$ cat src/design/fql_pkg.sv
`timescale 1ns / 1ps
// ----------------------------------------------------------------------------
// fql_pkg
// Shared widths, defaults and codes for the FIFO queued lock.
// ----------------------------------------------------------------------------
package fql_pkg;

    localparam int QUEUE_DEPTH_DEF = 16;
    localparam int ID_WIDTH_DEF    = 8;

    localparam int THREAD_ID_W = 8;
    localparam int STATUS_W    = 3;

    typedef logic [STATUS_W-1:0] status_t;

    localparam status_t ST_GRANTED    = 3'd0;
    localparam status_t ST_WAITING    = 3'd1;
    localparam status_t ST_RECURSIVE  = 3'd2;
    localparam status_t ST_UNLOCK_ERR = 3'd3;
    localparam status_t ST_FULL       = 3'd4;

    localparam logic MODE_LOCK   = 1'b0;
    localparam logic MODE_UNLOCK = 1'b1;

endpackage

$ cat src/design/fifo_queued_lock.sv
`timescale 1ns / 1ps
// ----------------------------------------------------------------------------
// fifo_queued_lock
// Mutex whose holder and waiters sit in a circular queue of thread ids.
// ----------------------------------------------------------------------------
// Each lock or unlock request returns one response: status, the holder after
// the request, and a handover flag. The queue lives in a simple dual-port
// memory with a registered read. A request steps through fetching the front
// entry, the update and publishing, plus a second fetch of the new front
// entry when an unlock hands the lock to a waiter. A finished response waits
// in the output register while the next request is taken. The queue memory
// is not cleared at reset; only written entries are ever used.
module fifo_queued_lock #(
    parameter int QUEUE_DEPTH = fql_pkg::QUEUE_DEPTH_DEF,
    parameter int ID_WIDTH    = fql_pkg::ID_WIDTH_DEF
) (
    input  logic                             aclk,
    input  logic                             aresetn,
    input  logic                             s_valid,
    output logic                             s_ready,
    input  logic                             s_mode,
    input  logic [fql_pkg::THREAD_ID_W-1:0]  s_thread_id,
    output logic                             m_valid,
    input  logic                             m_ready,
    output logic [fql_pkg::STATUS_W-1:0]     m_status,
    output logic                             m_holder_valid,
    output logic [fql_pkg::THREAD_ID_W-1:0]  m_holder_id,
    output logic                             m_handover
);
    import fql_pkg::*;

    localparam int PTR_W = (QUEUE_DEPTH > 1) ? $clog2(QUEUE_DEPTH) : 1;
    localparam int CNT_W = $clog2(QUEUE_DEPTH + 1);
    localparam int SUM_W = CNT_W + 1;
    localparam int EXT_W = 16;

    localparam logic [CNT_W-1:0] DEPTH_C    = CNT_W'(QUEUE_DEPTH);
    localparam logic [SUM_W-1:0] DEPTH_S    = SUM_W'(QUEUE_DEPTH);
    localparam logic [PTR_W-1:0] LAST_PTR_C = PTR_W'(QUEUE_DEPTH - 1);

    localparam logic [1:0] S_IDLE  = 2'd0;
    localparam logic [1:0] S_EXEC  = 2'd1;
    localparam logic [1:0] S_FETCH = 2'd2;
    localparam logic [1:0] S_DONE  = 2'd3;

    logic [ID_WIDTH-1:0] queue_mem [QUEUE_DEPTH];
    logic [ID_WIDTH-1:0] rd_data_reg;
    logic [PTR_W-1:0]    rd_addr;
    logic                wr_en;

    logic [1:0]          state_reg, state_next;
    logic [PTR_W-1:0]    head_reg, head_next;
    logic [CNT_W-1:0]    count_reg, count_next;
    logic                mode_reg;
    logic [ID_WIDTH-1:0] id_reg;

    status_t             res_status_reg, res_status_next;
    logic                res_hvalid_reg, res_hvalid_next;
    logic [ID_WIDTH-1:0] res_hid_reg, res_hid_next;
    logic                res_hand_reg, res_hand_next;

    logic                m_valid_reg;
    status_t             m_status_reg;
    logic                m_hvalid_reg;
    logic [THREAD_ID_W-1:0] m_hid_reg;
    logic                m_hand_reg;

    logic [EXT_W-1:0]    in_id_ext;
    logic [EXT_W-1:0]    hid_ext;
    logic [SUM_W-1:0]    tail_sum;
    logic [PTR_W-1:0]    tail_ptr;
    logic [PTR_W-1:0]    head_inc;
    logic                pub;

    assign in_id_ext = EXT_W'(s_thread_id);
    assign hid_ext   = EXT_W'(res_hid_reg);

    assign tail_sum = SUM_W'(head_reg) + SUM_W'(count_reg);
    always_comb begin
        if (tail_sum >= DEPTH_S) begin
            tail_ptr = PTR_W'(tail_sum - DEPTH_S);
        end else begin
            tail_ptr = PTR_W'(tail_sum);
        end
    end

    assign head_inc = (head_reg == LAST_PTR_C) ? '0 : head_reg + 1'b1;

    assign s_ready = (state_reg == S_IDLE);
    assign pub     = (state_reg == S_DONE) && (!m_valid_reg || m_ready);

    always_ff @(posedge aclk) begin
        if (wr_en) begin
            queue_mem[tail_ptr] <= id_reg;
        end
        rd_data_reg <= queue_mem[rd_addr];
    end

    always_comb begin
        state_next      = state_reg;
        head_next       = head_reg;
        count_next      = count_reg;
        res_status_next = res_status_reg;
        res_hvalid_next = res_hvalid_reg;
        res_hid_next    = res_hid_reg;
        res_hand_next   = res_hand_reg;
        wr_en           = 1'b0;
        rd_addr         = head_reg;
        unique case (state_reg)
            S_IDLE: begin
                if (s_valid) begin
                    state_next = S_EXEC;
                end
            end
            S_EXEC: begin
                state_next    = S_DONE;
                res_hand_next = 1'b0;
                res_hid_next  = rd_data_reg;
                if (mode_reg == MODE_LOCK) begin
                    priority if (count_reg == '0) begin
                        wr_en           = 1'b1;
                        count_next      = count_reg + 1'b1;
                        res_status_next = ST_GRANTED;
                        res_hid_next    = id_reg;
                    end else if (rd_data_reg == id_reg) begin
                        res_status_next = ST_RECURSIVE;
                    end else if (count_reg >= DEPTH_C) begin
                        res_status_next = ST_FULL;
                    end else begin
                        wr_en           = 1'b1;
                        count_next      = count_reg + 1'b1;
                        res_status_next = ST_WAITING;
                    end
                    res_hvalid_next = 1'b1;
                end else begin
                    if (count_reg == '0 || rd_data_reg != id_reg) begin
                        res_status_next = ST_UNLOCK_ERR;
                        res_hvalid_next = (count_reg != '0);
                    end else begin
                        head_next       = head_inc;
                        count_next      = count_reg - 1'b1;
                        res_status_next = ST_GRANTED;
                        res_hvalid_next = (count_next != '0);
                        res_hand_next   = (count_next != '0);
                        rd_addr         = head_inc;
                        if (count_next != '0) begin
                            state_next = S_FETCH;
                        end
                    end
                end
            end
            S_FETCH: begin
                res_hid_next = rd_data_reg;
                state_next   = S_DONE;
            end
            S_DONE: begin
                if (pub) begin
                    state_next = S_IDLE;
                end
            end
            default: begin
                state_next = S_IDLE;
            end
        endcase
    end

    always_ff @(posedge aclk) begin
        if (!aresetn) begin
            state_reg   <= S_IDLE;
            head_reg    <= '0;
            count_reg   <= '0;
            m_valid_reg <= 1'b0;
        end else begin
            state_reg <= state_next;
            head_reg  <= head_next;
            count_reg <= count_next;
            if (pub) begin
                m_valid_reg <= 1'b1;
            end else if (m_ready) begin
                m_valid_reg <= 1'b0;
            end
        end
    end

    always_ff @(posedge aclk) begin
        if (s_valid && s_ready) begin
            mode_reg <= s_mode;
            id_reg   <= in_id_ext[ID_WIDTH-1:0];
        end
        res_status_reg <= res_status_next;
        res_hvalid_reg <= res_hvalid_next;
        res_hid_reg    <= res_hid_next;
        res_hand_reg   <= res_hand_next;
        if (pub) begin
            m_status_reg <= res_status_reg;
            m_hvalid_reg <= res_hvalid_reg;
            m_hid_reg    <= res_hvalid_reg ? hid_ext[THREAD_ID_W-1:0] : '0;
            m_hand_reg   <= res_hand_reg;
        end
    end

    assign m_valid        = m_valid_reg;
    assign m_status       = m_status_reg;
    assign m_holder_valid = m_hvalid_reg;
    assign m_holder_id    = m_hid_reg;
    assign m_handover     = m_hand_reg;

endmodule

$ cat config.mk
export PLATFORM = sky130hd
export DESIGN_NAME = fifo_queued_lock
export DESIGN_NICKNAME = d
export VERILOG_FILES = /design/src/design/fql_pkg.sv /design/src/design/fifo_queued_lock.sv
export SDC_FILE = /design/constraint.sdc
export NUM_CORES = 1
export LEC_CHECK = 0
export BUFFER_PORTS_ARGS = -buffer_cell sky130_fd_sc_hd__buf_2
export CORE_MARGIN = 1.5
export CORE_UTILIZATION = 56
export DETAILED_ROUTE_END_ITERATION = 8
export GPL_TIMING_DRIVEN = 0
export PLACE_DENSITY = 0.85
export SLEW_MARGIN = 40
export SYNTH_ARGS = -nofsm -noshare
export SYNTH_HDL_FRONTEND = slang
export SYNTH_SLANG_ARGS = --single-unit
$ cat constraint.sdc
create_clock -name aclk -period 2.8 [get_ports aclk]
set_input_delay 0.84 -clock aclk [delete_from_list [all_inputs] [get_ports aclk]]
set_output_delay 0.84 -clock aclk [all_outputs]
set_load 0.02 [all_outputs]
# After elaboration in Yosys (flattened, before gate mapping)
# Memory sizes are Yosys's and may differ from the RTL's. A register that Yosys moved wholly into a read port is not among the register bits.
# Index checks and enable logic that the tools add are counted.
# classes
n_mul	0
bitwise_logic	1
addsub	5
eq_ne	11
n_reduce_logical	14
order_cmp	2
shift	0
div_mod_pow	0
mux	34
# ops
operator	n
5-bit 2-to-1 mux	5
4-bit 2-to-1 mux	5
8-bit 2-to-1 mux	2
8-bit one-hot mux with 2 select lines	1
1-bit 2-to-1 mux	13
3-bit 2-to-1 mux	4
5-bit nonzero test	2
8-bit equality test	1
8-bit != test	1
2-bit one-hot mux with 4 select lines	1
4-bit by 5-bit adder with 6-bit output	1
6-bit by 5-bit greater-or-equal comparator with 1-bit output, second input constant	1
2-bit 2-to-1 mux	3
2-bit != test, second input constant	3
3-bit != test, second input constant	2
5-bit by 1-bit adder with 5-bit output, second input constant	1
5-bit greater-or-equal comparator, second input constant	1
5-bit logical NOT	1
5-bit by 1-bit subtractor with 5-bit output, second input constant	1
4-bit by 1-bit adder with 4-bit output, second input constant	1
2-bit equality test, second input constant	2
4-bit equality test, second input constant	1
4-bit AND reduction	1
2-bit nonzero test	2
9 further kinds	11
# totals
latch_bits	0
register_bits	47
mem_count	1
ramBits	128
romBits	0
out_inout_bits	15
# memory_table
name	words	word_bits	rd	rd_ports_with_merged_regs	wr	line_no	text
queue_mem	16	8	1	1	1	fifo_queued_lock.sv:46	logic [ID_WIDTH-1:0] queue_mem [QUEUE_DEPTH];

# Depth between registers and ports, before layout
# Gate-level depths: netlist of run 1.
# logic_depth
ltp_word	8
ltp_mapped	14

# Worst setup path before layout of run 1
# OpenSTA, ideal clock, no wires.
# synth_path
path_type	reg-to-reg
startpoint	register id_reg[2]
endpoint	register rd_data_reg[3], read port of queue_mem
arrival_ns	2.736
stages_incl_launch_ff	12
period_less_slack_ns	2.885
slack_ns	-0.085
required_time_ns	2.651
cell_sequence	edfxtp_1 -> xnor2_1 -> and4_1 -> clkbuf_1 -> nand3_1 -> or4_1 -> clkbuf_1 -> and2_0 -> buf_2 -> buf_2 -> a32oi_1 -> o221ai_1
# synth_between
elab_chain_cells	5
# synth_rtl
element	line_no	text
start, declared	fifo_queued_lock.sv:55	logic [ID_WIDTH-1:0] id_reg;
start signal, assigned	fifo_queued_lock.sv:188	id_reg <= in_id_ext[ID_WIDTH-1:0];
8-bit != test	fifo_queued_lock.sv:136	if (count_reg == '0 || rd_data_reg != id_reg) begin
1-bit logical OR	fifo_queued_lock.sv:136	
4-bit 2-to-1 mux	fifo_queued_lock.sv:136	
4-bit 2-to-1 mux	fifo_queued_lock.sv:119	if (mode_reg == MODE_LOCK) begin
4-bit 2-to-1 mux	fifo_queued_lock.sv:109	unique case (state_reg)
end, declared	fifo_queued_lock.sv:47	logic [ID_WIDTH-1:0] rd_data_reg;
# No other way between the ends.
# A chain may end at the register's enable or synchronous reset.

# Final worst setup path of run 1
# layout_path
startpoint	register count_reg[0]
endpoint	memory queue_mem[10][6] in the netlist's numbering, enable pin
# layout_between
elab_chain_cells	8
word_cells_on_any_way	13
cone_classes	add/sub (2); order compare (2); mux (8); reduce/logical (1)
# layout_rtl
element	line_no	text
start, declared	fifo_queued_lock.sv:53	logic [CNT_W-1:0] count_reg, count_next;
start signal, assigned	fifo_queued_lock.sv:176	count_reg <= count_next;
5-bit greater-or-equal comparator	fifo_queued_lock.sv:127	end else if (count_reg >= DEPTH_C) begin
1-bit 2-to-1 mux	fifo_queued_lock.sv:127	
1-bit 2-to-1 mux	fifo_queued_lock.sv:125	end else if (rd_data_reg == id_reg) begin
1-bit 2-to-1 mux	fifo_queued_lock.sv:120	priority if (count_reg == '0) begin
1-bit 2-to-1 mux	fifo_queued_lock.sv:119	
1-bit 2-to-1 mux	fifo_queued_lock.sv:109	
1-bit 2-to-1 mux	fifo_queued_lock.sv:93	if (wr_en) begin
1-bit 2-to-1 mux (not written as such)	fifo_queued_lock.sv:94	queue_mem[tail_ptr] <= id_reg;
end, declared	fifo_queued_lock.sv:46	
# Several ways; a longest one is shown, not always the timed one.

==> flow_metrics.tcl, run 1 <==
set metrics [dict create \
    outcome "finished with violations" \
    violations "negative setup slack" \
    cap_violations 0 \
    power.leakage_nw 3.50 \
    critPathCaptureType "register" \
    fp.dieArea_um2 14900 \
    clockBufferDepth 2 \
    vias 5514 \
    die_x_um 122 \
    ant_nets 0 \
    fin_crit_sh_pct 104 \
    syn-mean-instance-area_um2 13.8 \
    cts_sinks 183 \
    rrSetupSlack_ns -0.12 \
    drc 0 \
    min_period_ns 2.92 \
    gp_congestion 0.923 \
    finalPower_mw 6.97 \
    drt_iter0_markers 742 \
    clkTransAtPathRegs_ns 0.07 \
    die_h_um 122 \
    cts_tree "done" \
    synth_most_common_cell "edfxtp_1" \
    slew_violations 0 \
    p_comb_share_pct 16.4 \
    dp_hpwl_mm 12.2 \
    portBuffers 27 \
    ys_seq_area_share_pct 66.8 \
    clock_power_share_pct 34.6 \
    avgViaCountPerCell 6.54 \
    cts_root_buf "clkbuf_16" \
    wirelength_mm 20.1 \
    yosysWarnings 0 \
    p_int_mw 5.14 \
    firstDrtPassIters 5 \
    worst-path-max-fanout 8 \
    synth_top_area_cell "edfxtp_1" \
    area_growth_pct 21.4 \
    tightestPinTransition_ns 0.789 \
    syn_inst 573 \
    setup-violations-final 41 \
    initial_core_util_pct 57.3 \
    grt_max_degree 18 \
    crit_arrival_ns 2.99 \
    synth.area.top_cells "edfxtp_1 62%, dfxtp_1 5.1%, nand3_1 3.9%" \
    netlist_top_cells_count "163 x edfxtp_1, 62 x nand3_1, 33 x o21ai_0" \
    p_sw_share_pct 26.3 \
    cts_hold_buf 0 \
    antenna_cells 0 \
    synth-edff-count 163 \
    async_flop_share_pct 0 \
    power_switching_mw 1.83 \
    p_seq_share_pct 49.0 \
    insertion_delay_ns 0.44 \
    ys.flop_type "edfxtp_1" \
    grtUsageTotal_pct 27.4 \
    syn-num-nets 601 \
    hold_class "reg -> reg" \
    critPathKind "reg -> reg" \
    ir_drop_mv 0.775 \
    largest_register_ffs 128 \
    synth.top_cell.area_share_pct 61.8 \
    numCtsBuffers 17 \
    p_per_area_nw_per_um2 725 \
    fin_worst_skew_ns 0.00775 \
    rows 43 \
    max_clock_freq_mhz 342 \
    instances_no_fill 843 \
    grt.overflow.total 0 \
    crit_path_start_kind "register" \
    layout-drive-gt1-share_pct 29.0 \
    finalWorstSetupSlack_ns -0.120 \
    dpl_worst_slack_ns -1.20 \
    first_global_vias 4986 \
    top_register "queue_mem" \
    required_ns 2.87 \
    coreArea_um2 13800 \
    maxSlewHeadroom_pct 47.1 \
    antenna_found_initial 0 \
    rsz0062_at_grt "true" \
    grt_pass1_wl_mm 29.1 \
    ioPinCount 28 \
    nets 678 \
    wire_per_inst_um 23.8 \
    synth-seq-cells 183 \
    syn_area_um2 7920 \
    h-tree-depth 4 \
    placedCellCount 780 \
    yosysUniqueCellTypes 53 \
    timing.final.hold_violations 0 \
]
==> per-stage QoR <==
| stage | cell area, µm² | setup TNS, ns | hold WS [ns] | utilization, % |
|---|---|---|---|---|
| floorplan | 7930 | 0 | 0.400 | - |
| finish | 9620 | -2.40 | 0.420 | 69.6 |
| global route | 9620 | -6.60 | 0.429 | 69.6 |
| CTS | 9340 | -1.58 | 0.422 | 67.6 |
| detailed placement | 8330 | -60.61 | 0.405 | 60.2 |
| global placement | 8290 | -57.91 | 0.403 | 60.0 |
==> timing repair <==
item	CTS	global route
gates cloned	1	0
resized for setup	42	53
buffers inserted	26	10
endpoints found under the setup margin	143	123
pin swaps	18	14
==> metal layers <==
layer  wire length (µm)  part of all wire [%]  global-route usage, %
met3               2330                    12                   7.68
met4                729                   3.6                   11.4
met5                  0                     0                      0
met2               9440                    47                   42.0
met1               7560                    38                   37.2
==> critical path, cell delays in order, from the launching register on <==
cell	delay, ns
dfxtp_4	0.36
buf_4	0.13
buf_4	0.15
ha_1	0.22
fa_1	0.79
nand2b_1	0.28
nor2_1	0.63
==> layout make-up <==
type                            count  area (µm²)
Timing Repair Buffer               64         483
Clock buffer                       21         504
Tap cell                          180         225
Clock inverter                     11         109
Buffer                             27         196
Multi-Input combinational cell    347        2750
Inverter                           10        42.5
Fill cell                         838        4210
Sequential cell                   183        5300
==> layout by cell type, fill, tap and decap left out, drive strengths merged, types with 5 or more instances in the layout <==
cell,count
a21boi,5
mux2,15
inv,12
mux2i,15
a211o,14
nand3,62
nor2,23
o21ai,34
a21oi,6
nand4,13
a211oi,7
dfxtp,20
nand2,15
nor3,6
xnor2,13
ha,14
and2,17
clkbuf,36
and3,19
nor2b,6
a32oi,14
o221ai,7
edfxtp,163
buf,76
==> power by group through the flow <==
stage	Combinational, mW	Sequential (mW)	Clock (mW)
floorplan	0.572	3.48	0
finish	1.14	3.42	2.41
detailed placement	0.769	3.56	0
CTS	0.994	3.40	2.42
global route	1.21	3.43	2.51
global placement	0.730	3.54	0
==> cell families after synthesis <==
logic type	Yosys count	synth area share (%)
AO/OA/AOI/OAI	108	9.67
XOR/XNOR	17	1.88
adder cells (fa/ha/maj)	15	2.46
buffers and inverters	43	2.70
flip-flops	183	66.8
multiplexers	30	4.03
AND/OR/NAND/NOR	177	12.4
==> final timing paths <==
check / from / to / depth (start not counted)
setup / recovery: count_reg[0] / queue_mem[10][6] / 6
setup reg to reg: count_reg[0] / queue_mem[10][6] / 6
hold reg to reg: res_status_reg[0] / m_status[0] / 0
hold / removal: res_status_reg[0] / m_status[0] / 0
Power figures use the tool's default switching activity.
==> run 2, diff against run 1 <==
--- a/config.mk
+++ b/config.mk
@@ -11,6 +11,8 @@
 export DETAILED_ROUTE_END_ITERATION = 8
 export GPL_TIMING_DRIVEN = 0
 export PLACE_DENSITY = 0.85
+export SKIP_CTS_REPAIR_TIMING = 1
+export SKIP_LAST_GASP = 1
 export SLEW_MARGIN = 40
 export SYNTH_ARGS = -nofsm -noshare
 export SYNTH_HDL_FRONTEND = slang
==> flow_metrics.tcl, run 2 (synthesis gave the netlist of run 1 again) <==
set metrics [dict create \
    outcome "finished with violations" \
    violations "negative setup slack" \
    rsz0062_at_grt "true" \
    antenna_found_initial 0 \
    die_h_um 122 \
    crit_path_start_kind "register" \
    p_comb_share_pct 16.5 \
    min_period_ns 3.03 \
    hold_class "reg -> reg" \
    slew_violations 0 \
    rows 43 \
    clock_power_share_pct 34.7 \
    h-tree-depth 4 \
    gp_congestion 0.923 \
    antenna_cells 0 \
    fin_util_pct 71.5 \
    grt_pass1_wl_mm 27.0 \
    finalWorstSetupSlack_ns -0.231 \
    fin_worst_skew_ns 0.0102 \
    timing.final.hold_violations 0 \
    cts_tree "done" \
    power_switching_mw 1.83 \
    vias 5615 \
    required_ns 3.07 \
    clkTransAtPathRegs_ns 0.07 \
    ant_nets 0 \
    p_sw_share_pct 26.2 \
    worst-path-max-fanout 8 \
    largest_register_ffs 128 \
    cts_root_buf "clkbuf_16" \
    grt_max_degree 19 \
    area_growth_pct 24.8 \
    ioPinCount 28 \
    crit_arrival_ns 3.30 \
    firstDrtPassIters 6 \
    die_x_um 122 \
    p_int_mw 5.17 \
    coreArea_um2 13800 \
    top_register "queue_mem" \
    avgViaCountPerCell 6.50 \
    wirelength_mm 20.2 \
    setup-violations-final 34 \
    initial_core_util_pct 57.3 \
    p_seq_share_pct 48.8 \
    cp_slowest_cell "edfxtp_1" \
    dp_hpwl_mm 12.2 \
    mostFrequentLayoutCell "edfxtp_1" \
    critPathKind "reg -> reg" \
    portBuffers 27 \
    wire_per_inst_um 23.4 \
    placedCellCount 780 \
    drc 0 \
    ir_drop_mv 0.702 \
    nets 699 \
    grtUsageTotal_pct 25.4 \
    final_cell_mix "163 x edfxtp_1, 54 x nand3_1, 51 x buf_4" \
    instances_no_fill 864 \
    fin_hold_ws_ns 0.420 \
    path_cells "xnor2_2 -> nand4_1 -> buf_6 -> or4_4 -> o211ai_1 -> buf_4 -> buf_8 -> nand3_1 -> a32oi_2 -> o221ai_2" \
    dpl_worst_slack_ns -1.20 \
    p_per_area_nw_per_um2 708 \
    first_global_vias 4766 \
    maxSlewHeadroom_pct 45.8 \
    layout-drive-gt1-share_pct 32.7 \
    drt_iter0_markers 750 \
    cp_slowest_stage_delay_ns 0.54 \
    max_clock_freq_mhz 330 \
    insertion_delay_ns 0.44 \
    numCtsBuffers 17 \
    critPathCaptureType "register" \
    grt.overflow.total 0 \
    cap_violations 0 \
    fin_crit_sh_pct 108 \
    fp.dieArea_um2 14900 \
    power.leakage_nw 3.60 \
    tightestPinTransition_ns 0.809 \
    cts_sinks 183 \
    clockBufferDepth 2 \
]
run 2: cell count changes in the layout (fill, tap and decap cells not counted), moves of 3 or more:
cell     change
buf_6        +4
a32oi_1      -4
o21ai_1      +3
a32oi_2      +4
buf_4       +15
o21ai_0      -3
nor2_1       -3
nand3_4      +3
run 2: worst paths after layout:
kind / start / cells after the start / slack, ns / to
worst max-delay path: id_reg[5] / 10 / -0.23 / rd_data_reg[4]
worst min-delay path: res_status_reg[0] / 0 / 0.42 / m_status[0]
worst max register to register: id_reg[5] / 10 / -0.23 / rd_data_reg[4]
worst min register to register: res_status_reg[0] / 0 / 0.42 / m_status[0]
run 2: worst max-delay path: cells and delay by family, from the launching register on:
kind	cells	cell delay, ns
AND/OR/NAND/NOR	3	0.87
buffers and inverters	3	0.62
AO/OA/AOI/OAI	3	0.55
flip-flops	1	0.54
XOR/XNOR	1	0.26
run 2: per-stage QoR:
stage / TNS (ns) / power, mW / instance area [µm²]
floorplan: 0 / 4.05 / 7930
global placement: -57.91 / 4.27 / 8290
detailed placement: -60.61 / 4.33 / 8330
CTS: -64.45 / 6.71 / 8940
global route: -7.50 / 7.18 / 9890
finish: -2.27 / 7.00 / 9890
run 2: cell type report:
type | count | area (µm²)
Timing Repair Buffer | 84 | 647
Sequential cell | 183 | 5300
Fill cell | 811 | 3940
Inverter | 10 | 42.5
Multi-Input combinational cell | 347 | 2850
Clock inverter | 11 | 109
Tap cell | 180 | 225
Clock buffer | 21 | 504
Buffer | 28 | 205
run 2: layer usage:
layer | vias to the layer above | share of wire [%] | track usage, %
met5 | - | 0 | 0
met4 | 0 | 3.4 | 10.1
met3 | 71 | 9.7 | 5.99
met2 | 337 | 48 | 38.7
met1 | 2763 | 39 | 35.6
li1 | 2444 | - | -
run 2: power by group through the flow:
stage / sequential (mW) / combinational [mW] / clock [mW]
final: 3.42 / 1.15 / 2.43
after detailed placement: 3.56 / 0.769 / 0
after global routing: 3.43 / 1.22 / 2.53
after floorplan: 3.48 / 0.572 / 0
after CTS: 3.50 / 0.790 / 2.42
after global placement: 3.54 / 0.730 / 0
